==> config.mk <==
export PLATFORM = sky130hd
export DESIGN_NAME = tte_ram
export DESIGN_NICKNAME = d
export VERILOG_FILES = /design/src/rtl/tte_ram.sv
export SDC_FILE = /design/constraint.sdc
export NUM_CORES = 2
export LEC_CHECK = 0
export BUFFER_PORTS_ARGS = -buffer_cell sky130_fd_sc_hd__clkbuf_2
export CAP_MARGIN = 20
export CELL_PAD_IN_SITES_DETAIL_PLACEMENT = 1
export CELL_PAD_IN_SITES_GLOBAL_PLACEMENT = 1
export CORE_MARGIN = 2
export CORE_UTILIZATION = 30
export CTS_BUF_LIST = sky130_fd_sc_hd__clkbuf_4
export CTS_CLUSTER_SIZE = 12
export DETAILED_ROUTE_END_ITERATION = 12
export PLACE_DENSITY_LB_ADDON = 0.1
export SLEW_MARGIN = 20
export SYNTH_ARGS = -nofsm -noshare
export SYNTH_HDL_FRONTEND = slang
export SYNTH_SLANG_ARGS = --single-unit
==> constraint.sdc <==
create_clock -name clock -period 2.1 [get_ports clock]
set_input_delay 0.21 -clock clock [delete_from_list [all_inputs] [get_ports clock]]
set_output_delay 0.21 -clock clock [all_outputs]
set_load 0.02 [all_outputs]
==> src/rtl/tte_ram.sv <==
// Generic single-clock RAM: one write port, one read port, registered read.
// No dependencies.
module tte_ram #(
   parameter int WIDTH = 8,
   parameter int DEPTH = 256
) (
   input  logic                     clock,
   input  logic                     wr_en,
   input  logic [$clog2(DEPTH)-1:0] wr_addr,
   input  logic [WIDTH-1:0]         wr_data,
   input  logic                     rd_en,
   input  logic [$clog2(DEPTH)-1:0] rd_addr,
   output logic [WIDTH-1:0]         rd_data
);

   logic [WIDTH-1:0] mem_ff [DEPTH];
   logic [WIDTH-1:0] rd_data_ff;

   always_ff @(posedge clock) begin
      if (wr_en) begin
         mem_ff[wr_addr] <= wr_data;
      end
      if (rd_en) begin
         rd_data_ff <= mem_ff[rd_addr];
      end
   end

   assign rd_data = rd_data_ff;

endmodule

-- After elaboration in Yosys (flattened, before gate mapping)
Memory sizes are Yosys's and may differ from the RTL's. A register that Yosys moved wholly into a read port is not among the register bits.
Index checks and enable logic that the tools add are counted.
- memories kept: 1
- output and inout port bits: 8
- register bits after elaboration: 0
- RAM bits: 2048
- word-level logic and storage cells: 3
- input port bits: 27
- muxes and demuxes: 2
- memories (name ; words ; width ; rd ports ; clocked after memory_dff ; wr ports ; line ; RTL):
    mem_ff ; 256 ; 8 ; 1 ; 1 ; 1 ; 16 ; logic [WIDTH-1:0] mem_ff [DEPTH];
- operators by type and width (cell ; count):
    $mux 1 ; 2

-- Logic depth before layout (Yosys ltp)
- word-level depth: 2
- gate-level depth with buffers: 11
- mapped depth without buffers: 6

-- Worst setup path after synthesis
No wires, ideal clock.
- path kind: input port to flip-flop
- start point: in rd_addr[0]
- end point: reg rd_data_ff[2], in the netlist rd_data[2] (read register of mem_ff) (data pin)
- setup slack: -0.186 ns
- setup time: 0.269 ns
- arrival time: 2.017 ns
- required time: 1.831 ns
- buffers on the path: 4
- cell stages on the path: 9
- cell sequence: buf_6 > buf_12 > buf_8 > buf_2 > mux4_2 > a22oi_1 > a21oi_1 > nor4_1 > nor4_2
- RTL lines (element ; line ; RTL):
    start: declaration ; 12 ; input logic [$clog2(DEPTH)-1:0] rd_addr,
    end: declaration ; 17 ; logic [WIDTH-1:0] rd_data_ff;

==> flow_metrics.env <==
export IMPL_cts_inserted_buffers=580
export IMPL_power_density_nw_per_um2=887.0
export IMPL_critPathMaxFanout=1
export IMPL_critPathCaptureType="flop"
export IMPL_rsz0062_at_grt="true"
export IMPL_cp_start_kind="flop"
export IMPL_synthAdderAreaFrac_pct=0
export IMPL_skew_ps=109.5
export IMPL_cpMostUsedCell="mux4_2"
export IMPL_cts_tree="yes"
export IMPL_drc_errors=0
export IMPL_wl_per_cell_um=28.34
export IMPL_synth_xor_xnor_area_share_pct=0
export IMPL_synth_ff_type="edfxtp_1"
export IMPL_irDropWorstVdd_v=0.0004835
export IMPL_worstMarginPinSlew_ps=726.0
export IMPL_slew_headroom_pct=51.23
export IMPL_arrival_ps=3500
export IMPL_synth_fp_nets=3760
export IMPL_area_growth_pct=24.36
export IMPL_postRouteAntennaNets=0
export IMPL_dr_pass1_iters=5
export IMPL_io_pins=35
export IMPL_period_needed_ps=2475
export IMPL_wl_mm=252.9
export IMPL_routabilityCongestion=0.8004
export IMPL_synth_compound_area_share_pct=3.416
export IMPL_cp_required_ps=3130
export IMPL_syn_cell_area_um2=79640
export IMPL_grt_pass1_wl_mm=360.3
export IMPL_drt_iter0_drc=3154
export IMPL_cellLeakagePower_nw=32.82
export IMPL_dp_hpwl_mm=166.1
export IMPL_path_class="flop to flop"
export IMPL_final_nets=5011
export IMPL_hold_viol=0
export IMPL_worst_path_max_delay_cell="mux4_2"
export IMPL_clk_pin_slew_ps=70
export IMPL_yosys_mux_area_fraction_pct=14.60
export IMPL_netlist_instances=3733
export IMPL_fin_crit_sh_pct=117.9
export IMPL_grt_max_degree=95
export IMPL_violations="negative setup slack"
export IMPL_die_x_um=519.2
export IMPL_die_h_um=519.2
export IMPL_cts_root_buf="clkbuf_4"
export IMPL_status="finished, violations left"
export IMPL_hold_class="input pin to flop"
export IMPL_grt_remaining_overflow=0
export IMPL_synth_area_leaders="edfxtp_1 78%, mux4_2 13%, mux2i_1 1.7%"
export IMPL_synthSimpleGateAreaFrac_pct=2.625
export IMPL_slowest_delay_ps=520
export IMPL_grt_pass1_vias=46932
export IMPL_start_util_pct=30.09
export IMPL_yosys_area_top_type="edfxtp_1"
export IMPL_total_power_mw=87.85
export IMPL_async_flop_share_pct=0
export IMPL_ys_types=54
export IMPL_max_clock_freq_ghz=0.4040
export IMPL_max_clock_path_buffers=4
export IMPL_ys_warn_count=0
export IMPL_vias_per_cell=4.805
export IMPL_synth_edf_count=2056
export IMPL_maxCapViolCount=0
export IMPL_port_buffers=34
export IMPL_worst_skew_pair_late_latency_ps=1310
export IMPL_cts_sink_count=2056
export IMPL_gr_usage_all_layers_pct=18.71
export IMPL_layout_drive_gt1_share_pct=43.00
export IMPL_syn_avg_cell_area_um2=21.33
export IMPL_setup_viol=16
export IMPL_slew_viol_final=0
export IMPL_synth_top_area_share_pct=77.53
export IMPL_antenna_found_initial=26
export IMPL_crit_chain="mux4_2 -> mux4_2 -> nor2b_4 -> nor4_4 -> buf_4 -> nor4_2"
export IMPL_vias=42888
export IMPL_die_area_um2=269600
export IMPL_core_rowCount=189
export IMPL_core_um2=264600
export IMPL_synth_seq_cells=2056
export IMPL_place_ws_ps=-1504
export IMPL_synth_top_family_by_area="multiplexers"
export IMPL_synth_seq_area_share_pct=77.53
export IMPL_setup_ws_ps=-375.4
export IMPL_htreeDepth=6
==> layer usage <==
metal | track usage [%] | vias up | wire (um) | share of wire [%]
met2 | 30.50 | 1044 | 122500 | 48
met4 | 4.674 | 18 | 5229 | 2.1
li1 | - | 18582 | - | -
met3 | 3.320 | 374 | 10600 | 4.2
met1 | 25.87 | 22870 | 114400 | 45
met5 | 0 | - | 138 | 0.055
==> metrics by stage <==
step / instances / util, % / hold WS (ps) / cell area, um2 / setup TNS (ps)
5_1_grt: 8921 / 37.42 / 115.1 / 99030 / -4860
3_3_place_gp: 7895 / 34.28 / 475.5 / 90710 / -10680
6_report: 8925 / 37.43 / 228.3 / 99040 / -3110
2_1_floorplan: 3733 / - / 308.9 / 79920 / -450.7
4_1_cts: 8915 / 37.35 / 58.06 / 98830 / -31640
3_5_place_dp: 7895 / 34.28 / 480.5 / 90710 / -10150
==> layout make-up <==
cell class                      instances  area (um2)
Sequential cell                      2056       61740
Timing Repair Buffer                  902        8516
Tap cell                             3533        4420
Inverter                                2       7.507
Multi-Input combinational cell       1442       17090
Fill cell                           25995      165600
Antenna cell                           11       27.53
Clock inverter                        138       929.6
Clock buffer                          841        6314
==> power by group <==
part,switching [mW],internal [mW],leakage (nW)
clock,17.1,19.9,4.32
sequential,0.0587,45.2,18.5
combinational,3.29,2.28,10.0
==> flip-flops by register name, summed over array words and instances (netlist names) <==
register,cells
mem_ff,2048
rd_data,8
==> cells in the mapped netlist, types with 2 or more instances <==
cell          n
a22o_1        8
a21oi_1      96
nor3_1       22
and2_1        6
o32ai_1       4
nand2b_1      8
nor2b_1      31
edfxtp_1   2056
nor4_2        3
buf_8        13
o22ai_1      28
buf_6        21
and3b_1       2
a31oi_1       2
nand2_1      33
o22a_1        5
nor2_1      282
a2111oi_0     2
mux4_2      454
nand4_1      10
nand3_1      34
o21ai_1       2
o211ai_1     10
clkbuf_1    111
buf_12        8
nand3b_1      2
buf_4        27
mux2i_1     134
a22oi_1     133
or2_2         4
o21ai_0      10
a211oi_1     16
buf_1        22
nor4_1       24
o221ai_1     46
a311oi_1      2
a221oi_1     13
a2111oi_1     2
buf_2        31
mux4_1        2
==> placed cells by master, fill, tap and decap left out, types with 12 or more instances in the layout <==
cell	n
nand3_2	12
clkbuf_4	841
mux2i_1	134
inv_2	14
nor4_4	12
buf_4	706
clkbuf_2	14
o221ai_1	44
nand2_1	32
bufinv_16	13
edfxtp_1	2056
a22oi_1	124
dlygate4sd3_1	34
nand3_1	22
clkinv_1	89
a21oi_1	91
buf_12	123
nor2_1	277
mux4_2	455
nor2b_1	22
o22ai_1	28
nor3_1	13
==> critical path, delay by kind of cell (launching register included) <==
family,cells,cell delay [ps]
flip-flops,1,350
buffers and inverters,1,220
AND/OR/NAND/NOR,3,600
multiplexers,2,1020
==> path summary, 6_finish.rpt <==
check                                   start             end  slack [ps]  cells past startpoint
worst max-delay path            mem_ff[87][2]      rd_data[2]        -380                      6
worst min-delay path               wr_addr[2]  mem_ff[206][2]         230                      5
worst max register to register  mem_ff[87][2]      rd_data[2]        -380                      6
worst min register to register  mem_ff[54][5]      rd_data[5]        1210                      6
==> repair_timing <==
item                        CTS  global route
setup buffers                 0             0
hold buffers                 42             0
pin swaps                    23            21
resized for setup            65            49
hold endpoints to repair   4109             0
setup endpoints to repair    16           136
==> kinds of logic after synthesis <==
group	Yosys count
AOI/OAI and AO/OA	385
buffers and inverters	235
DFF	2056
muxes	591
and+or+nand+nor	466
Power figures use the tool's default switching activity.
