## config.mk

```make
export PLATFORM = sky130hd
export DESIGN_NAME = tte_seq
export DESIGN_NICKNAME = d
export VERILOG_FILES = /design/src/rtl/tte_pkg.sv /design/src/rtl/tte_seq.sv
export SDC_FILE = /design/constraint.sdc
export NUM_CORES = 1
export LEC_CHECK = 0
export BUFFER_PORTS_ARGS = -buffer_cell sky130_fd_sc_hd__buf_2
export CAP_MARGIN = 15
export CORE_MARGIN = 2
export CORE_UTILIZATION = 41
export CTS_CLUSTER_DIAMETER = 150
export CTS_CLUSTER_SIZE = 20
export DETAILED_ROUTE_END_ITERATION = 10
export PLACE_DENSITY = 0.6
export SYNTH_ARGS = -nofsm -noshare
export SYNTH_HDL_FRONTEND = slang
export SYNTH_SLANG_ARGS = --single-unit
```

## constraint.sdc

```tcl
create_clock -name clock -period 5.6 [get_ports clock]
set_input_delay 1.12 -clock clock [delete_from_list [all_inputs] [get_ports clock]]
set_output_delay 1.12 -clock clock [all_outputs]
set_load 0.02 [all_outputs]
```

## src/rtl/tte_pkg.sv

```systemverilog
// Shared types and constants for the text terminal cursor engine.
// No dependencies; tte_rem, tte_seq and the core module import this package.
package tte_pkg;

   localparam int MAX_COLUMNS = 128;
   localparam int MAX_LINES   = 64;

   localparam int COL_AW = $clog2(MAX_COLUMNS);
   localparam int ROW_AW = $clog2(MAX_LINES);
   localparam int ADDR_W = ROW_AW + COL_AW;
   localparam int DEPTH  = MAX_COLUMNS * MAX_LINES;

   localparam int CMD_W      = 2;
   localparam int CHAR_W     = 8;
   localparam int COL_W      = 8;
   localparam int ROW_W      = 7;
   localparam int CSR_IDX_W  = 2;
   localparam int CSR_DATA_W = 8;

   // remainder unit: dividend below 2*MAX_LINES, one restoring step per cycle
   localparam int REM_DW    = ROW_AW + 1;
   localparam int REM_STEPS = ROW_AW + 1;
   localparam int REM_SW    = $clog2(REM_STEPS);
   localparam int REM_TW    = ROW_W + ROW_AW;

   localparam logic [CHAR_W-1:0] CH_NEWLINE   = 8'd10;
   localparam logic [CHAR_W-1:0] CH_BACKSPACE = 8'd8;
   localparam logic [CHAR_W-1:0] CH_SPACE     = 8'd32;

   localparam logic [CSR_IDX_W-1:0] REG_LINE_COUNT   = 2'd0;
   localparam logic [CSR_IDX_W-1:0] REG_COLUMN_COUNT = 2'd1;
   localparam logic [CSR_IDX_W-1:0] REG_SCROLL       = 2'd2;

   localparam logic [ROW_W-1:0] LINE_COUNT_RST   = 7'd24;
   localparam logic [COL_W-1:0] COLUMN_COUNT_RST = 8'd80;

   typedef enum logic [CMD_W-1:0] {
      CMD_PUT,
      CMD_SET,
      CMD_CLEAR,
      CMD_READ
   } cmd_type;

   typedef enum logic [3:0] {
      ST_IDLE,
      ST_SCROLL,
      ST_CHAR,
      ST_REM,
      ST_FILL,
      ST_WRITE,
      ST_READ,
      ST_DONE
   } state_type;

   typedef enum logic [1:0] {
      JOB_SCROLL,
      JOB_WRITE,
      JOB_READ
   } job_type;

   // clamped configuration
   typedef struct packed {
      logic [ROW_W-1:0] lines;
      logic [COL_W-1:0] cols;
      logic             scroll;
   } cfg_type;

   typedef struct packed {
      logic              start;
      logic [REM_DW-1:0] dividend;
      logic [ROW_W-1:0]  divisor;
   } rem_req_type;

   typedef struct packed {
      logic              done;
      logic [ROW_AW-1:0] remainder;
   } rem_rsp_type;

endpackage

```

## src/rtl/tte_seq.sv

```systemverilog
// Command sequencer: cursor, top line, row valid bits, scroll and row fill.
// Depends on tte_pkg; drives tte_rem and the cell RAM.
module tte_seq (
   input  logic                           clock,
   input  logic                           reset,
   input  tte_pkg::cfg_type               cfg,
   input  logic                           req_valid,
   output logic                           req_ready,
   input  logic [tte_pkg::CMD_W-1:0]      req_command,
   input  logic [tte_pkg::CHAR_W-1:0]     req_character,
   input  logic                           req_wrap_on,
   input  logic [tte_pkg::COL_W-1:0]      req_column,
   input  logic [tte_pkg::ROW_W-1:0]      req_row,
   output logic                           rsp_valid,
   input  logic                           rsp_ready,
   output logic                           rsp_accepted,
   output logic [tte_pkg::COL_W-1:0]      rsp_cursor_column,
   output logic [tte_pkg::ROW_W-1:0]      rsp_cursor_row,
   output logic [tte_pkg::CHAR_W-1:0]     rsp_read_char,
   output tte_pkg::rem_req_type           rem_req,
   input  tte_pkg::rem_rsp_type           rem_rsp,
   output logic                           ram_wr_en,
   output logic [tte_pkg::ADDR_W-1:0]     ram_wr_addr,
   output logic [tte_pkg::CHAR_W-1:0]     ram_wr_data,
   output logic                           ram_rd_en,
   output logic [tte_pkg::ADDR_W-1:0]     ram_rd_addr,
   input  logic [tte_pkg::CHAR_W-1:0]     ram_rd_data
);

   import tte_pkg::*;

   state_type            state_ff, state_in;
   job_type              job_ff, job_in;
   logic [CHAR_W-1:0]    ch_ff, ch_in;
   logic                 wrap_ff, wrap_in;
   logic [COL_W-1:0]     col_ff, col_in;
   logic [COL_W-1:0]     cx_ff, cx_in;
   logic [ROW_W-1:0]     cy_ff, cy_in;
   logic [ROW_AW-1:0]    top_ff, top_in;
   logic [ROW_AW-1:0]    phys_ff, phys_in;
   logic [COL_AW-1:0]    fill_ff, fill_in;
   logic                 second_ff, second_in;
   logic                 ok_ff, ok_in;
   logic [CHAR_W-1:0]    rd_ff, rd_in;
   logic [MAX_LINES-1:0] row_valid_ff, row_valid_in;
   logic                 rsp_valid_ff, rsp_valid_in;
   logic                 rsp_ok_ff, rsp_ok_in;
   logic [COL_W-1:0]     rsp_col_ff, rsp_col_in;
   logic [ROW_W-1:0]     rsp_row_ff, rsp_row_in;
   logic [CHAR_W-1:0]    rsp_char_ff, rsp_char_in;

   logic [COL_W-1:0]     sat_x, set_x, cx_inc;
   logic [ROW_W-1:0]     sat_y, set_y;
   logic [ROW_W-1:0]     top_next;
   logic [CHAR_W-1:0]    char_data;
   logic [REM_DW-1:0]    sum_row, sum_cy;
   logic                 read_ok;

   assign sat_x     = (cx_ff > cfg.cols) ? cfg.cols : cx_ff;
   assign sat_y     = (cy_ff > cfg.lines) ? cfg.lines : cy_ff;
   assign set_x     = (req_column > cfg.cols) ? cfg.cols : req_column;
   assign set_y     = (req_row > cfg.lines) ? cfg.lines : req_row;
   assign read_ok   = (req_column < cfg.cols) && (req_row < cfg.lines);
   assign cx_inc    = cx_ff + 1'b1;
   assign top_next  = ROW_W'(rem_rsp.remainder) + 1'b1;
   assign char_data = (ch_ff == CH_BACKSPACE) ? CH_SPACE : ch_ff;
   assign sum_row   = REM_DW'(top_ff) + REM_DW'(req_row[ROW_AW-1:0]);
   assign sum_cy    = REM_DW'(top_ff) + REM_DW'(cy_ff[ROW_AW-1:0]);

   always_comb begin
      state_in     = state_ff;
      job_in       = job_ff;
      ch_in        = ch_ff;
      wrap_in      = wrap_ff;
      col_in       = col_ff;
      cx_in        = cx_ff;
      cy_in        = cy_ff;
      top_in       = top_ff;
      phys_in      = phys_ff;
      fill_in      = fill_ff;
      second_in    = second_ff;
      ok_in        = ok_ff;
      rd_in        = rd_ff;
      row_valid_in = row_valid_ff;
      rsp_valid_in = rsp_valid_ff && !rsp_ready;
      rsp_ok_in    = rsp_ok_ff;
      rsp_col_in   = rsp_col_ff;
      rsp_row_in   = rsp_row_ff;
      rsp_char_in  = rsp_char_ff;
      req_ready    = 1'b0;
      rem_req      = '0;
      rem_req.divisor = cfg.lines;
      ram_wr_en    = 1'b0;
      ram_wr_addr  = {phys_ff, fill_ff};
      ram_wr_data  = CH_SPACE;
      ram_rd_en    = 1'b0;
      ram_rd_addr  = {rem_rsp.remainder, col_ff[COL_AW-1:0]};

      case (state_ff)
         ST_IDLE: begin
            req_ready = 1'b1;
            if (req_valid) begin
               ch_in     = req_character;
               wrap_in   = req_wrap_on;
               col_in    = req_column;
               cx_in     = sat_x;
               cy_in     = sat_y;
               ok_in     = 1'b1;
               rd_in     = '0;
               second_in = 1'b0;
               case (cmd_type'(req_command))
                  CMD_PUT: begin
                     state_in = ST_SCROLL;
                  end
                  CMD_SET: begin
                     cx_in    = set_x;
                     cy_in    = set_y;
                     state_in = ST_DONE;
                  end
                  CMD_CLEAR: begin
                     row_valid_in = '0;
                     top_in       = '0;
                     state_in     = ST_DONE;
                  end
                  CMD_READ: begin
                     if (read_ok) begin
                        rem_req.start    = 1'b1;
                        rem_req.dividend = sum_row;
                        job_in           = JOB_READ;
                        state_in         = ST_REM;
                     end else begin
                        ok_in    = 1'b0;
                        state_in = ST_DONE;
                     end
                  end
                  default: begin
                     state_in = ST_DONE;
                  end
               endcase
            end
         end
         ST_SCROLL: begin
            if (cy_ff >= cfg.lines) begin
               if (!cfg.scroll) begin
                  ok_in    = 1'b0;
                  state_in = ST_DONE;
               end else begin
                  rem_req.start    = 1'b1;
                  rem_req.dividend = REM_DW'(top_ff);
                  job_in           = JOB_SCROLL;
                  state_in         = ST_REM;
               end
            end else if (second_ff) begin
               rem_req.start    = 1'b1;
               rem_req.dividend = sum_cy;
               job_in           = JOB_WRITE;
               state_in         = ST_REM;
            end else begin
               state_in = ST_CHAR;
            end
         end
         ST_CHAR: begin
            if (ch_ff == CH_NEWLINE) begin
               cx_in    = '0;
               cy_in    = cy_ff + 1'b1;
               state_in = ST_DONE;
            end else if (ch_ff == CH_BACKSPACE) begin
               if (cx_ff == '0) begin
                  ok_in    = 1'b0;
                  state_in = ST_DONE;
               end else begin
                  cx_in            = cx_ff - 1'b1;
                  rem_req.start    = 1'b1;
                  rem_req.dividend = sum_cy;
                  job_in           = JOB_WRITE;
                  state_in         = ST_REM;
               end
            end else if (cx_ff >= cfg.cols) begin
               if (!wrap_ff) begin
                  ok_in    = 1'b0;
                  state_in = ST_DONE;
               end else begin
                  cx_in     = '0;
                  cy_in     = cy_ff + 1'b1;
                  second_in = 1'b1;
                  state_in  = ST_SCROLL;
               end
            end else begin
               rem_req.start    = 1'b1;
               rem_req.dividend = sum_cy;
               job_in           = JOB_WRITE;
               state_in         = ST_REM;
            end
         end
         ST_REM: begin
            if (rem_rsp.done) begin
               phys_in = rem_rsp.remainder;
               case (job_ff)
                  JOB_SCROLL: begin
                     row_valid_in[rem_rsp.remainder] = 1'b0;
                     top_in   = (top_next == cfg.lines) ? '0 : top_next[ROW_AW-1:0];
                     cy_in    = cy_ff - 1'b1;
                     state_in = ST_SCROLL;
                  end
                  JOB_WRITE: begin
                     if (row_valid_ff[rem_rsp.remainder]) begin
                        state_in = ST_WRITE;
                     end else begin
                        fill_in  = '0;
                        state_in = ST_FILL;
                     end
                  end
                  JOB_READ: begin
                     ram_rd_en = 1'b1;
                     state_in  = ST_READ;
                  end
                  default: begin
                     state_in = ST_DONE;
                  end
               endcase
            end
         end
         ST_FILL: begin
            // blank a row on its first write after a scroll or clear
            ram_wr_en = 1'b1;
            fill_in   = fill_ff + 1'b1;
            if (fill_ff == COL_AW'(MAX_COLUMNS - 1)) begin
               row_valid_in[phys_ff] = 1'b1;
               state_in              = ST_WRITE;
            end
         end
         ST_WRITE: begin
            ram_wr_en   = 1'b1;
            ram_wr_addr = {phys_ff, cx_ff[COL_AW-1:0]};
            ram_wr_data = char_data;
            if (ch_ff != CH_BACKSPACE) begin
               if ((cx_inc == cfg.cols) && wrap_ff) begin
                  cx_in = '0;
                  cy_in = cy_ff + 1'b1;
               end else begin
                  cx_in = cx_inc;
               end
            end
            state_in = ST_DONE;
         end
         ST_READ: begin
            rd_in    = row_valid_ff[phys_ff] ? ram_rd_data : CH_SPACE;
            state_in = ST_DONE;
         end
         ST_DONE: begin
            if (!rsp_valid_ff || rsp_ready) begin
               rsp_valid_in = 1'b1;
               rsp_ok_in    = ok_ff;
               rsp_col_in   = cx_ff;
               rsp_row_in   = cy_ff;
               rsp_char_in  = rd_ff;
               state_in     = ST_IDLE;
            end
         end
         default: begin
            state_in = ST_IDLE;
         end
      endcase
   end

   always_ff @(posedge clock) begin
      if (reset) begin
         state_ff     <= ST_IDLE;
         cx_ff        <= '0;
         cy_ff        <= '0;
         top_ff       <= '0;
         row_valid_ff <= '0;
         rsp_valid_ff <= 1'b0;
      end else begin
         state_ff     <= state_in;
         cx_ff        <= cx_in;
         cy_ff        <= cy_in;
         top_ff       <= top_in;
         row_valid_ff <= row_valid_in;
         rsp_valid_ff <= rsp_valid_in;
      end
   end

   always_ff @(posedge clock) begin
      job_ff      <= job_in;
      ch_ff       <= ch_in;
      wrap_ff     <= wrap_in;
      col_ff      <= col_in;
      phys_ff     <= phys_in;
      fill_ff     <= fill_in;
      second_ff   <= second_in;
      ok_ff       <= ok_in;
      rd_ff       <= rd_in;
      rsp_ok_ff   <= rsp_ok_in;
      rsp_col_ff  <= rsp_col_in;
      rsp_row_ff  <= rsp_row_in;
      rsp_char_ff <= rsp_char_in;
   end

   assign rsp_valid         = rsp_valid_ff;
   assign rsp_accepted      = rsp_ok_ff;
   assign rsp_cursor_column = rsp_col_ff;
   assign rsp_cursor_row    = rsp_row_ff;
   assign rsp_read_char     = rsp_char_ff;

endmodule

```

**Yosys cells after proc, flatten, opt, wreduce, memory -nomap -nowiden**

Cells that the tools add are included.

- Register bits: 155
- Input port bits: 61
- Word-level logic and storage cells: 247

- Add/subtract/negate cells: 8
- Magnitude comparators: 12
- Eq/ne operators: 51
- Mux-type cells: 118
- Bitwise logic cells: 3
- Reduce and logical (&&, ||, !) cells: 36

Operators by type and width:

| kind | count |
|---|---|
| $mux 64 | 5 |
| $mux 8 | 25 |
| $pmux 64 s3 | 1 |
| $mux 7 | 16 |
| $and 64x64->64 | 1 |
| $not 64->64 | 1 |
| $or 64x64->64 | 1 |
| $pmux 8 s3 | 2 |
| $mux 4 | 8 |
| $mux 6 | 5 |
| $ne 2x2->1 const B | 15 |
| $ne 3x3->1 const B | 10 |
| $mux 1 | 28 |
| $pmux 4 s7 | 1 |
| $pmux 7 s4 | 1 |
| $mux 2 | 10 |
| $eq 4x3->1 const B | 4 |
| $eq 8x4->1 const B | 2 |
| $gt 8x8->1 | 2 |
| $pmux 8 s2 | 1 |
| $add 6x6->7 | 2 |
| $add 7x1->7 const B | 2 |
| $gt 7x7->1 | 2 |
| $lt 6x7->1 const B | 2 |
| other kinds (48) | 81 |

**Longest topological paths before layout**

- Depth in word-level cells: 9
- Gate-level depth with buffers: 14
- Depth with buffers taken out: 12

**Least setup slack after synthesis**

OpenSTA, ideal clock, no wires.

- Path type: in2out
- Start: input cfg[10] in the netlist's numbering
- End: output rem_req[14] in the netlist's numbering
- Data arrival time: 2.977 ns
- Path slack: 1.503 ns
- Cell stages on the path: 10
- Path buffers: 1
- Cells stage by stage: inv_1 > ha_1 > nor2b_1 > o211ai_1 > a32oi_1 > o22a_1 > clkbuf_1 > mux2_2 > a21oi_1 > nand2_1

RTL lines:

| what | line | text |
|---|---|---|
| start: declaration | tte_seq.sv:6 | `input tte_pkg::cfg_type cfg,` |
| end: declaration | tte_seq.sv:20 | `output tte_pkg::rem_req_type rem_req,` |

==> summary.md <==
| Metric | Value |
|---|---|
| Outcome | `finished clean` |
| Final setup vio count | `0` |
| Synthesized cell area | `10500 um^2` |
| Pwr/cell area | `381 nW/um^2` |
| Power Total | `4.52 mW` |
| Finished Layout Cells | `1602` |
| Unrepaired setup endpoints after global routing | `false` |
| Die Y | `164 um` |
| Post-Syn Instances | `1177` |
| Ant. Diodes | `0` |
| # DRC | `0` |
| Initial antenna violation count | `1` |
| Grt total ovfl | `0` |
| Mean Syn Cell Area | `8.90 um^2` |
| Leading area contributor after synthesis | `edfxtp_1` |
| Synth top cells by count | `a21oi_1, o21ai_0, dfxtp_1` |
| Clk pin slew, worst setup/hold paths | `70 ps` |
| Drt first pass iters | `5` |
| Count leader, synth | `a21oi_1` |
| H-Tree Depth | `4` |
| Placed insts | `1569` |
| Detailed Route WL | `34.7 mm` |
| Setup TNS | `0 ps` |
| Via density | `6.18` |
| Leakage | `4.51 nW` |
| CTS resizes | `0` |
| Worst Path Required | `4480 ps` |
| First-pass GRT wire length | `53.3 mm` |
| Via count | `9893` |
| Yosys reg bits | `154` |
| Share of layout cells above drive strength 1 | `18.5%` |
| Later-pin clock latency in the skew report | `440 ps` |
| DP HPWL | `23.8 mm` |
| Worst slew pin tran | `1150 ps` |
| Post-CTS Setup Bufs | `0` |
| Crit path kind | `input port to output pin` |
| TritonCTS clock tree | `yes` |
| I/O pin cnt | `138` |
| Slowest stage delay, CP | `560 ps` |
| GP Congestion | `0.941` |
| FP Rows | `58` |
| CTS Hold Bufs | `0` |
| Reg area | `3730 um^2` |
| Distinct cells, synth | `87` |
| Tightest Hold Check Type | `flip-flop to flip-flop` |
| Initial Utilization | `41.7%` |
| Slowest CP cell | `nor3_1` |
| Max-capacitance violation count | `0` |
| Multi-input gate area | `6140 um^2` |
| Max VDD drop | `184 uV` |
| CP Capture Type | `output pin` |
| Die width | `164 um` |
| Number of global-route vias before repair | `9242` |
| GRT Overall Usage | `25.9%` |
| Synth Area in Simple Gates | `14.8%` |
| Largest family of logic cells by synthesized area | `compound AO/OA/AOI/OAI gates` |
| Total die area | `26800 um^2` |
| Clk_skew | `14.8 ps` |
| Final hold violation count | `0` |
| Clock sink count | `154` |
| Max Slew Vio Count | `0` |
| Final Critical Period | `4570 ps` |
| Synth Net Count | `1297` |
| Clock Tree Buf Depth | `2` |
| Largest net degree at the start of global routing | `87` |
| Synth Area in Compound Gates | `27.5%` |
| Ys async rst share | `0%` |
| Critical path peak fanout | `4` |
| Number of fill cells | `2462` |
| Adder-Cell Fraction of Synth Area | `7.36%` |
| Number of synthesized flops with an enable pin | `65` |
| Final net count | `1379` |
| Core footprint | `25100 um^2` |
| Predominant post-synthesis flop cell | `dfxtp_1` |
| XOR/XNOR share of the synthesized area | `3.56%` |
| Ys Warns | `0` |
| Crit start category | `input port` |
| Ranking of synthesized cells by area | `edfxtp_1, dfxtp_1, ha_1, a21oi_1, a211oi_1` |
| Rel. slew slack | `22.9%` |
| Sequential fraction of the synthesis area | `35.6%` |
| Critical path's most frequent cell | `buf_2` |
| Arrival time at the worst endpoint | `3450 ps` |
| WL/cell | `21.6 um` |
| Final worst path period share | `81.6%` |
| CP Cell Sequence | `buf_2 > inv_1 > ha_1 > nor2b_1 > o211ai_1 > a21oi_1 > nor3_1 > nand2_1 > nor2_1 > a221o_1 > buf_2` |
| Layout area overhead | `13.4%` |
| Max Fclk | `219 MHz` |
| Post-synth top area share | `18.6%` |
| Mux cell area share after synthesis | `5.30%` |
| CTS Root Buffer Type | `clkbuf_16` |
| Routed Antenna Nets | `0` |
| Total CTS buffers | `17` |
| IO Port Bufs | `137` |
| 1st-iter DRT viols | `1007` |
==> layout by cell type, fill, tap and decap left out, types with 13 or more instances in the layout <==
cell type	count
a211oi_1	74
a21oi_1	116
buf_2	137
buf_4	13
clkbuf_16	20
dfxtp_1	89
edfxtp_1	65
ha_1	56
inv_1	52
mux2_2	24
mux2i_1	15
nand2_1	64
nand3_1	38
nor2_1	68
nor2b_1	20
nor3_1	20
o211ai_1	19
o21ai_0	100
xnor2_1	21
xor2_1	19
==> layer usage <==
layer / up-vias / wire length, um / part of all wire [%] / GRT usage (%)
met2: 465 / 15300 / 44 / 39.3
met5: - / 9 / 0.026 / 0
met1: 4727 / 15700 / 45 / 36.3
met3: 84 / 2550 / 7.3 / 5.20
li1: 4615 / - / - / -
met4: 2 / 1170 / 3.4 / 10.0
==> power breakdown <==
part,total (mW),internal [mW],switching [mW]
registers,1.57,1.35,0.211
logic,1.72,0.622,1.10
clock network,1.24,0.669,0.567
total,4.52,2.65,1.88
==> kinds of logic (layout without fill, tap and decap cells) <==
group / after synthesis / after routing
AO/OA/AOI/OAI: 436 / 436
adder cells (fa/ha/maj): 60 / 60
AND/OR/NAND/NOR: 300 / 300
multiplexers: 45 / 45
buffers and inverters: 141 / 236
XOR/XNOR: 41 / 41
flip-flops: 154 / 154
==> stage by stage <==
stage / setup WS [ps] / instance area (um^2) / utilization (%) / hold WS, ps
2_1_floorplan: 1500 / 10500 / - / 400
3_3_place_gp: 1120 / 11300 / 44.9 / 401
3_5_place_dp: 1100 / 11300 / 44.9 / 406
4_1_cts: 1080 / 11900 / 47.3 / 422
5_1_grt: 901 / 11900 / 47.3 / 426
6_report: 1030 / 11900 / 47.3 / 419
==> layout make-up <==
type,instances,area share [%]
tap,330,3.48
inverter,53,1.67
clock inverter,12,0.937
sequential,154,31.4
clock buffer,20,4.21
timing repair buffer,151,6.63
multi-input combinational,882,51.6
==> worst max-delay path: cells and delay by family <==
family                   cells  cell delay (ps)
adder cells (fa/ha/maj)      1              300
buffers and inverters        3              330
AND/OR/NAND/NOR              4             1200
AO/OA/AOI/OAI                3              500
==> worst paths after layout <==
kind                                endpoint                      from  slack [ps]  cells after the start
setup / recovery                 rem_req[10]                    cfg[2]        1030                     11
hold / removal    rsp_read_char[1]$_DFFE_PP_    rd_ff[1]$_SDFFCE_PN0P_         420                      0
setup reg to reg       cy_ff[6]$_SDFFE_PP0P_  state_ff[0]$_SDFFE_PP0P_        1680                     12
hold reg to reg   rsp_read_char[1]$_DFFE_PP_    rd_ff[1]$_SDFFCE_PN0P_         420                      0
==> state kept, by name (all words and copies together), names as in the netlist <==
signal,cells
ch_ff,8
col_ff,7
cx_ff,8
cy_ff,7
fill_ff,7
job_ff,2
ok_ff,1
phys_ff,6
rd_ff,8
row_valid_ff,64
rsp_accepted,1
rsp_cursor_column,8
rsp_cursor_row,7
rsp_read_char,8
rsp_valid,1
second_ff,1
state_ff,3
top_ff,6
wrap_ff,1
No activity file was read; power rests on OpenSTA's default activity.
