--- config.mk ---
export PLATFORM = sky130hd
export DESIGN_NAME = tte_rem
export DESIGN_NICKNAME = d
export VERILOG_FILES = /design/src/rtl/tte_pkg.sv /design/src/rtl/tte_rem.sv
export SDC_FILE = /design/constraint.sdc
export NUM_CORES = 1
export LEC_CHECK = 0
export BUFFER_PORTS_ARGS = -buffer_cell sky130_fd_sc_hd__clkbuf_2
export CORE_UTILIZATION = 35
export DETAILED_ROUTE_END_ITERATION = 8
export GPL_ROUTABILITY_DRIVEN = 0
export GPL_TIMING_DRIVEN = 1
export PLACE_DENSITY = 0.51
export SYNTH_ARGS = -nofsm -noshare
export SYNTH_HDL_FRONTEND = slang
export SYNTH_SLANG_ARGS = --single-unit
--- constraint.sdc ---
create_clock -name clock -period 5.83 [get_ports clock]
set_input_delay 0.2915 -clock clock [delete_from_list [all_inputs] [get_ports clock]]
set_output_delay 0.2915 -clock clock [all_outputs]
set_load 0.05 [all_outputs]
--- src/rtl/tte_pkg.sv ---
// Shared types and constants for the text terminal cursor engine.
// No dependencies; tte_rem, tte_seq and the core module import this package.
package tte_pkg;

   localparam int MAX_COLUMNS = 128;
   localparam int MAX_LINES   = 64;

   localparam int COL_AW = $clog2(MAX_COLUMNS);
   localparam int ROW_AW = $clog2(MAX_LINES);
   localparam int ADDR_W = ROW_AW + COL_AW;
   localparam int DEPTH  = MAX_COLUMNS * MAX_LINES;

   localparam int CMD_W      = 2;
   localparam int CHAR_W     = 8;
   localparam int COL_W      = 8;
   localparam int ROW_W      = 7;
   localparam int CSR_IDX_W  = 2;
   localparam int CSR_DATA_W = 8;

   // remainder unit: dividend below 2*MAX_LINES, one restoring step per cycle
   localparam int REM_DW    = ROW_AW + 1;
   localparam int REM_STEPS = ROW_AW + 1;
   localparam int REM_SW    = $clog2(REM_STEPS);
   localparam int REM_TW    = ROW_W + ROW_AW;

   localparam logic [CHAR_W-1:0] CH_NEWLINE   = 8'd10;
   localparam logic [CHAR_W-1:0] CH_BACKSPACE = 8'd8;
   localparam logic [CHAR_W-1:0] CH_SPACE     = 8'd32;

   localparam logic [CSR_IDX_W-1:0] REG_LINE_COUNT   = 2'd0;
   localparam logic [CSR_IDX_W-1:0] REG_COLUMN_COUNT = 2'd1;
   localparam logic [CSR_IDX_W-1:0] REG_SCROLL       = 2'd2;

   localparam logic [ROW_W-1:0] LINE_COUNT_RST   = 7'd24;
   localparam logic [COL_W-1:0] COLUMN_COUNT_RST = 8'd80;

   typedef enum logic [CMD_W-1:0] {
      CMD_PUT,
      CMD_SET,
      CMD_CLEAR,
      CMD_READ
   } cmd_type;

   typedef enum logic [3:0] {
      ST_IDLE,
      ST_SCROLL,
      ST_CHAR,
      ST_REM,
      ST_FILL,
      ST_WRITE,
      ST_READ,
      ST_DONE
   } state_type;

   typedef enum logic [1:0] {
      JOB_SCROLL,
      JOB_WRITE,
      JOB_READ
   } job_type;

   // clamped configuration
   typedef struct packed {
      logic [ROW_W-1:0] lines;
      logic [COL_W-1:0] cols;
      logic             scroll;
   } cfg_type;

   typedef struct packed {
      logic              start;
      logic [REM_DW-1:0] dividend;
      logic [ROW_W-1:0]  divisor;
   } rem_req_type;

   typedef struct packed {
      logic              done;
      logic [ROW_AW-1:0] remainder;
   } rem_rsp_type;

endpackage

--- src/rtl/tte_rem.sv ---
// Iterative remainder unit: dividend mod line count, one compare-subtract per cycle.
// Depends on tte_pkg.
module tte_rem (
   input  logic                 clock,
   input  logic                 reset,
   input  tte_pkg::rem_req_type rem_req,
   output tte_pkg::rem_rsp_type rem_rsp
);

   import tte_pkg::*;

   logic              busy_ff, busy_in;
   logic              done_ff, done_in;
   logic [REM_SW-1:0] step_ff, step_in;
   logic [REM_DW-1:0] rem_ff, rem_in;
   logic [ROW_W-1:0]  div_ff, div_in;
   logic [REM_TW-1:0] trial;
   logic              fits;

   assign trial = REM_TW'(div_ff) << step_ff;
   assign fits  = REM_TW'(rem_ff) >= trial;

   always_comb begin
      busy_in = busy_ff;
      done_in = 1'b0;
      step_in = step_ff;
      rem_in  = rem_ff;
      div_in  = div_ff;
      if (rem_req.start) begin
         rem_in  = rem_req.dividend;
         div_in  = rem_req.divisor;
         step_in = REM_SW'(REM_STEPS - 1);
         busy_in = 1'b1;
      end else if (busy_ff) begin
         if (fits) begin
            rem_in = rem_ff - trial[REM_DW-1:0];
         end
         if (step_ff == '0) begin
            busy_in = 1'b0;
            done_in = 1'b1;
         end else begin
            step_in = step_ff - 1'b1;
         end
      end
   end

   always_ff @(posedge clock) begin
      if (reset) begin
         busy_ff <= 1'b0;
         done_ff <= 1'b0;
      end else begin
         busy_ff <= busy_in;
         done_ff <= done_in;
      end
   end

   always_ff @(posedge clock) begin
      step_ff <= step_in;
      rem_ff  <= rem_in;
      div_ff  <= div_in;
   end

   assign rem_rsp.done      = done_ff;
   assign rem_rsp.remainder = rem_ff[ROW_AW-1:0];

endmodule

* Yosys cells after proc, flatten, opt, wreduce, memory -nomap -nowiden
Index checks and enable logic that the tools add are counted.
** Operators by class
- Bitwise gates (word level) :: 2
- $lt $le $gt $ge :: 1
- Muxes and demuxes :: 7
- Reductions and logical operators :: 6
- $add $sub $neg :: 2
- Shift operators :: 1
** Operator list (count)
- $mux W7 :: 3
- $ge A7 B13 Y1 :: 1
- $shl A7 B3 Y13 :: 1
- $sub A7 B7 Y7 :: 1
- $mux W1 :: 4
- $reduce_and A2 Y1 :: 2
- $reduce_bool A2 Y1 :: 2
- $logic_not A3 Y1 :: 1
- $reduce_or A3 Y1 :: 1
- $sub A3 B1 Y3 const B :: 1
- $not A1 Y1 :: 2
** Word-level totals
- Input bits :: 17
- Word-level logic and storage cells :: 24
- Output and inout port bits :: 7
- Register bits :: 19

* Longest topological paths before layout
Gate-level depths: netlist of the first run.
- Depth after elaboration :: 5
- Gate-level depth with buffers :: 11
- Depth with buffers taken out :: 10

* Worst setup path after synthesis of the first run
No wires, ideal clock.
- Kind :: register to register
- Start point :: register step_ff[1]
- End point :: register rem_ff[0] (enable)
- Buffers on the path :: 2
- Setup slack :: 3243 ps
- Arrival :: 2214 ps
- Clock period less this slack :: 2587 ps
- Stages on the path, launching flop included :: 10
- Required time :: 5457 ps
- Library setup time :: 373 ps
- Cell sequence :: dfxtp_1 -> buf_6 -> buf_2 -> or3_1 -> ha_1 -> nor2b_1 -> o31a_1 -> o21ai_2 -> a21o_1 -> a21oi_1
** Between the ends
- Cells in the longest elaborated chain, start to end :: 4
** Ends and longest elaborated chain
- start: declaration :: RTL line tte_rem.sv:14 : logic [REM_SW-1:0] step_ff, step_in;
- start signal: assignment :: RTL line tte_rem.sv:58 : step_ff <= step_in;
- $shl A7 B3 Y13 :: RTL line tte_rem.sv:20 : assign trial = REM_TW'(div_ff) << step_ff;
- $ge A7 B13 Y1 :: RTL line tte_rem.sv:21 : assign fits = REM_TW'(rem_ff) >= trial;
- $reduce_bool A2 Y1 (no line)
- $reduce_and A2 Y1 (no line)
- end signal: assignment :: RTL line tte_rem.sv:59 : rem_ff <= rem_in;
- end: declaration :: RTL line tte_rem.sv:15 : logic [REM_DW-1:0] rem_ff, rem_in;
No other way between the ends.
A chain may end at the register's enable or synchronous reset.

* Final worst setup path of the first run
Same ends and word-level chain as after synthesis.

==> results of run 1 <==
==> cell type report <==
class / count / area share, %
Timing Repair Buffer: 23 / 7.84
Tap cell: 48 / 4.09
Clock buffer: 3 / 2.81
Clock inverter: 1 / 0.341
Multi-Input combinational cell: 94 / 47.7
Inverter: 7 / 1.79
Sequential cell: 19 / 35.5
==> cell families (layout without fill, tap and decap cells) <==
group,after synthesis,count (layout),share of synthesized area (%)
and+or+nand+nor,38,38,13.9
DFF,19,19,38.9
AOI/OAI and AO/OA,33,33,16.8
xor gates and xnor gates,2,2,1.31
muxes,11,11,10.3
buffers and inverters,20,34,8.88
adders and majority gates,10,10,9.91
==> path summary, 6_finish.rpt <==
check | cells past startpoint | start | to
worst min-delay path | 2 | reset | busy_ff
worst min register to register | 1 | busy_ff | done_ff
worst max-delay path | 9 | step_ff[1] | rem_ff[0]
worst max register to register | 9 | step_ff[1] | rem_ff[0]
==> where the power goes <==
group          total [mW]  switching, mW  leakage, nW  internal, mW
Sequential          0.183         0.0178        0.178         0.166
Combinational       0.146         0.0873        0.427        0.0589
Clock              0.0968         0.0491       0.0255        0.0477
==> registers in the layout, indices dropped and copies added (netlist names) <==
name,flops
step_ff,3
rem_ff,7
div_ff,7
done_ff,1
busy_ff,1
==> cell usage after synthesis, types with 3 or more instances <==
master and count:
a211o_1 3, a21oi_1 5, buf_4 7, dfxtp_1 5, edfxtp_1 14, ha_1 9, inv_1 6, mux2i_1 7
nand2_1 11, nand3_1 3, nor2_1 9, nor2b_1 3, nor3_1 4, o21a_1 3, o21ai_0 7, o31ai_1 3
==> cell usage in the layout, fill, tap and decap left out, types with 4 or more instances in the layout <==
master,n
clkbuf_2,23
edfxtp_1,14
nand2_1,11
nor2_1,9
ha_1,9
mux2i_1,7
o21ai_0,7
inv_1,6
a21oi_1,5
dfxtp_1,5
nor3_1,4
==> critical path, stage by stage, from the launching register on <==
cell and delay [ns]:
dfxtp_1 0.73, mux2_2 0.29, nor2_1 0.04, a211o_1 0.28
ha_1 0.34, o21a_1 0.13, o31a_1 0.16, o21ai_2 0.07
a21o_1 0.18, a21oi_1 0.65
==> per-layer routing <==
| layer | wire [um] | track usage (%) | vias to the layer above |
|---|---|---|---|
| met2 | 1170 | 21.1 | 23 |
| li1 | - | - | 509 |
| met3 | 110 | 3.04 | 4 |
| met1 | 1260 | 19.0 | 452 |
| met4 | 44 | 5.97 | 0 |
| met5 | 0 | 0 | - |
==> metrics by stage <==
| step | util, % | setup slack [ns] | total power, mW | std cells |
|---|---|---|---|---|
| floorplan | - | 3.24 | 0.311 | 133 |
| global placement | 38.8 | 2.66 | 0.331 | 191 |
| detailed placement | 38.8 | 2.57 | 0.333 | 191 |
| CTS | 40.1 | 2.55 | 0.430 | 195 |
| global route | 40.1 | 2.36 | 0.455 | 195 |
| finish | 40.1 | 2.59 | 0.426 | 195 |
==> impl_metrics.json, run 1 <==
{
  "status": "finished clean",
  "multi_input_area_um2": 699,
  "stdcell_area_mm2": 0.00147,
  "layout_worst_path_cycle_share_pct": 55.6,
  "drive_gt1_share_pct": 21.8,
  "grt_max_degree": 30,
  "synth_seq_cells": 19,
  "relSlewSlack_pct": 45.7,
  "rsz0062_at_grt": "false",
  "cts_setup_buffers": 0,
  "synthArstFlopShare_pct": 0,
  "core_mm2": 0.00366,
  "p_leak_nw": 0.630,
  "clock-sinks": 19,
  "synth_edf_count": 14,
  "p_per_area_mw_per_mm2": 291,
  "synth.yosys.warnings": 0,
  "finalCriticalPeriod_ns": 3.24,
  "die-width_um": 63.8,
  "antenna_cells": 0,
  "cts_root_buf": "clkbuf_8",
  "io_pins": 24,
  "final.setup_skew_ns": 0.00659,
  "dp_hpwl_um": 1940,
  "setup-violations-final": 0,
  "syn2layout_area_growth_pct": 9.63,
  "crit_type": "flop to flop",
  "port_buffers": 23,
  "ant_nets": 0,
  "hold_viol": 0,
  "holdWs_ns": 0.197,
  "cts_resized": 0,
  "synth.area.top_cells": "edfxtp_1 (31%), ha_1 (8.4%), dfxtp_1 (7.5%), mux2i_1 (5.2%), buf_4 (3.9%)",
  "crit_path_max_fanout": 17,
  "setup_tns_ns": 0,
  "rows": 22,
  "antenna_found_initial": 0,
  "post-synth-top-area-cell": "edfxtp_1",
  "chipHeight_um": 63.8,
  "via_per_inst": 5.07,
  "ys_types": 40,
  "track_usage_pct": 14.0,
  "synth_nets": 160,
  "regArea_um2": 520,
  "ir_drop_mv": 0.152,
  "syn_avg_cell_area_um2": 10.1,
  "dpl_cell_area_mm2": 0.00142,
  "drt-pass1-iter-count": 4,
  "hold_buffers": 0,
  "fmax_mhz": 308,
  "r2r_slack_ns": 2.59,
  "report.final.slew_viol_count": 0,
  "htree_levels": 1,
  "yosysSeqAreaShare_pct": 38.9,
  "start_util_pct": 36.6,
  "fp.dieArea_mm2": 0.00408,
  "grt_pass1_vias": 944,
  "synth_top_area_share_pct": 31.4,
  "final.fill_count": 368,
  "ys.flop_type": "edfxtp_1",
  "clk_pin_slew_ns": 0.08,
  "worst_setup_path_start_kind": "flop",
  "critPathRequiredTime_ns": 5.73,
  "wl_um": 2580,
  "drc": 0,
  "grt_pass1_wl_um": 4370,
  "worstMarginPinSlew_ns": 0.814,
  "endpoint_kind": "flop",
  "vias": 988,
  "cts_tree": "done",
  "final_net_count": 175,
  "grt_overflow": 0,
  "clk-insertion-delay-late_ns": 0.26,
  "cts_buffer_depth": 2,
  "synthCells": 133,
  "max_cap_violations": 0,
  "drtIter0Drc": 35,
  "wire_per_inst_um": 13.2,
  "hold_class": "input port to flop",
  "arrival_ns": 3.14,
  "synthesis.area_mm2": 0.00134,
  "cts_inserted_buffers": 3
}
Power figures use the tool's default switching activity.
==> run 2: changes to the inputs <==
--- a/config.mk
+++ b/config.mk
@@ -10,7 +10,7 @@
 export DETAILED_ROUTE_END_ITERATION = 8
 export GPL_ROUTABILITY_DRIVEN = 0
 export GPL_TIMING_DRIVEN = 1
-export PLACE_DENSITY = 0.51
+export PLACE_DENSITY = 0.53
 export SYNTH_ARGS = -nofsm -noshare
 export SYNTH_HDL_FRONTEND = slang
 export SYNTH_SLANG_ARGS = --single-unit
==> constraint.sdc (replaced) <==
create_clock -name clock -period 2.7 [get_ports clock]
set_input_delay 0.135 -clock clock [delete_from_list [all_inputs] [get_ports clock]]
set_output_delay 0.135 -clock clock [all_outputs]
set_load 0.05 [all_outputs]
==> run 2 against run 1 <==
Worst hold slack worse by 0.15 ns. Sequential share of layout area fell by 1.1 points. Clock skew is 0.0044 ns lower. Power grew 120%. Critical endpoint unchanged.
==> impl_metrics.json, run 2 (synthesis gave the netlist of run 1 again) <==
{
  "cts_inserted_buffers": 3,
  "ir_drop_mv": 0.262,
  "grt_pass1_vias": 1015,
  "fmax_mhz": 391,
  "final_cells": 202,
  "chipHeight_um": 63.8,
  "cts_root_buf": "clkbuf_8",
  "ant_nets": 0,
  "critPathRequiredTime_ns": 2.73,
  "setup-violations-final": 0,
  "cts_tree": "done",
  "worst_setup_path_start_kind": "flop",
  "r2r_slack_ns": 0.14,
  "relSlewSlack_pct": 59.9,
  "start_util_pct": 36.6,
  "dp_cells": 198,
  "p_leak_nw": 0.658,
  "r2r_cells": 8,
  "vias": 1053,
  "cts_setup_buffers": 0,
  "arrival_ns": 2.59,
  "crit_type": "flop to flop",
  "port_buffers": 23,
  "wire_per_inst_um": 13.6,
  "final_cell_mix": "clkbuf_2 (23), edfxtp_1 (14), nand2_1 (11)",
  "dp_hpwl_um": 2030,
  "crit-reg2reg-capture": "rem_ff[0]",
  "top_regs": "div_ff (7), rem_ff (7), step_ff (3)",
  "layout_worst_path_cycle_share_pct": 94.8,
  "setup_tns_ns": 0,
  "via_per_inst": 5.21,
  "worstReg2RegStart": "step_ff[0]",
  "rsz0062_at_grt": "false",
  "critPathLaunch": "step_ff[0]",
  "htree_levels": 1,
  "core_mm2": 0.00366,
  "status": "finished clean",
  "rows": 22,
  "clk-insertion-delay-late_ns": 0.26,
  "drt-pass1-iter-count": 4,
  "antenna_found_initial": 0,
  "drtIter0Drc": 30,
  "holdWs_ns": 0.0438,
  "report.final.slew_viol_count": 0,
  "drive_gt1_share_pct": 27.9,
  "grt_max_degree": 30,
  "io_pins": 24,
  "max_cap_violations": 0,
  "track_usage_pct": 14.7,
  "hold_viol": 0,
  "die-width_um": 63.8,
  "crit_path_end": "rem_ff[0]",
  "drc": 0,
  "endpoint_kind": "flop",
  "final_common_cell": "clkbuf_2",
  "crit_path_max_fanout": 10,
  "syn2layout_area_growth_pct": 14.4,
  "wl_um": 2750,
  "fp.dieArea_mm2": 0.00408,
  "final.setup_skew_ns": 0.00220,
  "grt_pass1_wl_um": 4610,
  "clk_pin_slew_ns": 0.07,
  "grt_overflow": 0,
  "antenna_cells": 0,
  "multi_input_area_um2": 704,
  "clock-sinks": 19,
  "final.fill_count": 356,
  "worstMarginPinSlew_ns": 0.601,
  "cts_buffer_depth": 2,
  "finalCriticalPeriod_ns": 2.56,
  "hold_class": "input port to flop",
  "p_per_area_mw_per_mm2": 617,
  "regArea_um2": 527,
  "final_net_count": 182
}
## run 2: through the flow
| stage | util, % | worst slack, ns | instance area [um^2] | power [mW] |
|---|---|---|---|---|
| 2_1_floorplan | - | 0.113 | 1340 | 0.671 |
| 3_3_place_gp | 40.3 | -0.0941 | 1470 | 0.738 |
| 3_5_place_dp | 40.3 | 0.0175 | 1470 | 0.739 |
| 4_1_cts | 41.6 | 0.0705 | 1520 | 0.948 |
| 5_1_grt | 41.8 | 0.0195 | 1530 | 1.00 |
| 6_report | 41.8 | 0.140 | 1530 | 0.945 |
## run 2: worst min-delay path by stage
stage / from / to / cells past startpoint
floorplan: reset / busy_ff / 1
global route: rem_req[6] / div_ff[6] / 1
detailed placement: reset / busy_ff / 2
global placement: rem_req[5] / div_ff[5] / 1
finish: reset / busy_ff / 2
CTS: reset / busy_ff / 2
## run 2: report_power, final
part	internal, mW	leakage (nW)	switching, mW	total, mW
Sequential	0.358	0.178	0.0367	0.395
Clock	0.103	0.0255	0.0995	0.202
Combinational	0.146	0.455	0.202	0.348
## run 2: per-layer routing
layer	vias up	global-route usage, %	wire length (um)	share of wire [%]
met5	-	0	0	0
met3	5	3.21	103	3.7
met4	0	5.97	41	1.5
met2	24	23.7	1260	46
met1	500	18.9	1350	49
li1	524	-	-	-
## run 2: final cells by class
cell class                      instances  share of cell area, %
Inverter                                7                   1.72
Tap cell                               48                   3.92
Multi-Input combinational cell         94                   46.0
Timing Repair Buffer                   30                   10.9
Clock inverter                          1                  0.327
Sequential cell                        19                   34.4
Clock buffer                            3                   2.70
## run 2: worst max-delay path, stage by stage (launching register included)
cell and delay, ns:
dfxtp_2 0.46, mux4_2 0.52, mux2i_1 0.15, ha_1 0.28, nand2_1 0.12, nor3_1 0.07, a2111oi_1 0.37, a21oi_1 0.16
buf_4 0.19
## run 2: repair_timing
| action | CTS | global route |
|---|---|---|
| endpoints found under the hold margin | 0 | 0 |
| resized for setup | 3 | 4 |
| hold buffers | 0 | 0 |
| endpoints found under the setup margin | 7 | 7 |
==> run 3: changes to the inputs <==
--- a/config.mk
+++ b/config.mk
@@ -11,6 +11,7 @@
 export GPL_ROUTABILITY_DRIVEN = 0
 export GPL_TIMING_DRIVEN = 1
 export PLACE_DENSITY = 0.53
+export REMOVE_ABC_BUFFERS = 1
 export SYNTH_ARGS = -nofsm -noshare
 export SYNTH_HDL_FRONTEND = slang
 export SYNTH_SLANG_ARGS = --single-unit
==> run 3 against run 2 <==
The flow now finishes with violations (design-rule violations). Critical endpoint is now rem_ff[2]. Count of clock-buffer cells in the layout stayed put. Final cell count is 0.99% lower. Register-to-register slack improved by 0.09 ns. Largest power group unchanged. Wire length shrank 2.5%.
==> impl_metrics.json, run 3 (synthesis gave the netlist of run 1 again) <==
{
  "antenna_cells": 0,
  "cts_tree": "done",
  "vias": 1036,
  "max_cap_violations": 0,
  "chipHeight_um": 63.8,
  "final_cell_mix": "clkbuf_2 (23), edfxtp_1 (14), nand2_1 (11)",
  "via_per_inst": 5.18,
  "clock-sinks": 19,
  "worst_setup_path_start_kind": "flop",
  "cts_buffer_depth": 2,
  "report.final.slew_viol_count": 0,
  "clk-insertion-delay-late_ns": 0.27,
  "drc": 1,
  "dp_hpwl_um": 2060,
  "hold_class": "input port to flop",
  "arrival_ns": 2.45,
  "rsz0062_at_grt": "false",
  "timing.final.ws_setup_ns": 0.232,
  "violations": "design-rule violations",
  "fmax_mhz": 405,
  "holdWs_ns": 0.0384,
  "drt-pass1-iter-count": 6,
  "track_usage_pct": 14.6,
  "io_pins": 24,
  "relSlewSlack_pct": 59.9,
  "clk_pin_slew_ns": 0.08,
  "layout_worst_path_cycle_share_pct": 91.4,
  "final.fill_count": 362,
  "wire_per_inst_um": 13.4,
  "fp.dieArea_mm2": 0.00408,
  "gr-usage-met3_pct": 2.32,
  "final_common_cell": "clkbuf_2",
  "die-width_um": 63.8,
  "endpoint_kind": "flop",
  "top_usage_layer": "met2",
  "p_leak_nw": 0.654,
  "final_net_count": 180,
  "core_mm2": 0.00366,
  "crit_path_max_fanout": 7,
  "grt_max_degree": 30,
  "start_util_pct": 36.6,
  "grt_pass1_vias": 992,
  "status": "finished, violations left",
  "dp_slack_ns": -0.0438,
  "htree_levels": 1,
  "met1_usage_pct": 18.1,
  "drive_gt1_share_pct": 26.3,
  "hold_viol": 0,
  "critPathRequiredTime_ns": 2.68,
  "multi_input_area_um2": 706,
  "grt_pass1_wl_um": 4530,
  "grt_overflow": 0,
  "p_per_area_mw_per_mm2": 622,
  "wl_um": 2680,
  "setup-violations-final": 0,
  "port_buffers": 23,
  "top_regs": "div_ff (7), rem_ff (7), step_ff (3)",
  "drtIter0Drc": 37,
  "ant_nets": 0,
  "cts_root_buf": "clkbuf_8",
  "worstMarginPinSlew_ns": 0.601,
  "ir_drop_mv": 0.256,
  "grtUsageMet2_pct": 23.4,
  "regArea_um2": 526,
  "r2r_cells": 9,
  "final.setup_skew_ns": 0.00633,
  "crit_type": "flop to flop",
  "syn2layout_area_growth_pct": 13.3,
  "hold-path-cell-count": 2,
  "dp_cells": 196,
  "final_cells": 200,
  "finalCriticalPeriod_ns": 2.47,
  "cts_inserted_buffers": 3,
  "antenna_found_initial": 0,
  "rows": 22
}
[run 3: changes by cell type in the layout (fill, tap and decap cells not counted), sizes merged]
cell  delta
buf      -2
[run 3: final cells by class]
class | count | share of cell area (%)
clock buffer | 3 | 2.72
sequential | 19 | 34.7
inverter | 7 | 1.73
clock inverter | 1 | 0.330
tap | 48 | 3.96
timing repair buffer | 28 | 10.1
multi-input combinational | 94 | 46.5
[run 3: power breakdown]
group	internal, mW	switching [mW]
sequential	0.358	0.0332
clock	0.103	0.107
combinational	0.141	0.202
total	0.602	0.342
[run 3: critical path, stage by stage, from the launching register on]
cell and delay, ns:
edfxtp_1 0.45, mux2i_1 0.12, or3_1 0.36, ha_1 0.32, nor2b_1 0.17, o31a_1 0.18, o21ai_2 0.08, a21o_1 0.18
a21oi_1 0.13, buf_4 0.18
[run 3: worst paths after layout]
check                 start   endpoint  slack, ns
setup / recovery  div_ff[0]  rem_ff[2]       0.23
hold / removal        reset    busy_ff       0.04
setup reg to reg  div_ff[0]  rem_ff[2]       0.23
hold reg to reg     busy_ff    done_ff       0.55
[run 3: repair_timing]
action	in CTS	in global routing
setup endpoints to repair	7	7
hold buffers	0	0
resized for setup	1	4
buffers inserted	0	0
[run 3: per-stage QoR]
| step | TNS [ns] | utilization [%] | area [um^2] | total power, mW |
|---|---|---|---|---|
| floorplan | -0.698 | - | 1250 | 0.639 |
| global placement | -0.352 | 39.8 | 1460 | 0.726 |
| detailed placement | -0.306 | 39.8 | 1460 | 0.733 |
| CTS | 0 | 41.1 | 1510 | 0.944 |
| global route | 0 | 41.4 | 1520 | 1.00 |
| finish | 0 | 41.4 | 1520 | 0.944 |
[run 3: routing by layer]
| layer | vias to the layer above | part of all wire (%) |
|---|---|---|
| li1 | 520 | - |
| met1 | 489 | 48 |
| met2 | 20 | 46 |
| met5 | - | 0 |
| met4 | 0 | 3.5 |
| met3 | 7 | 2.8 |
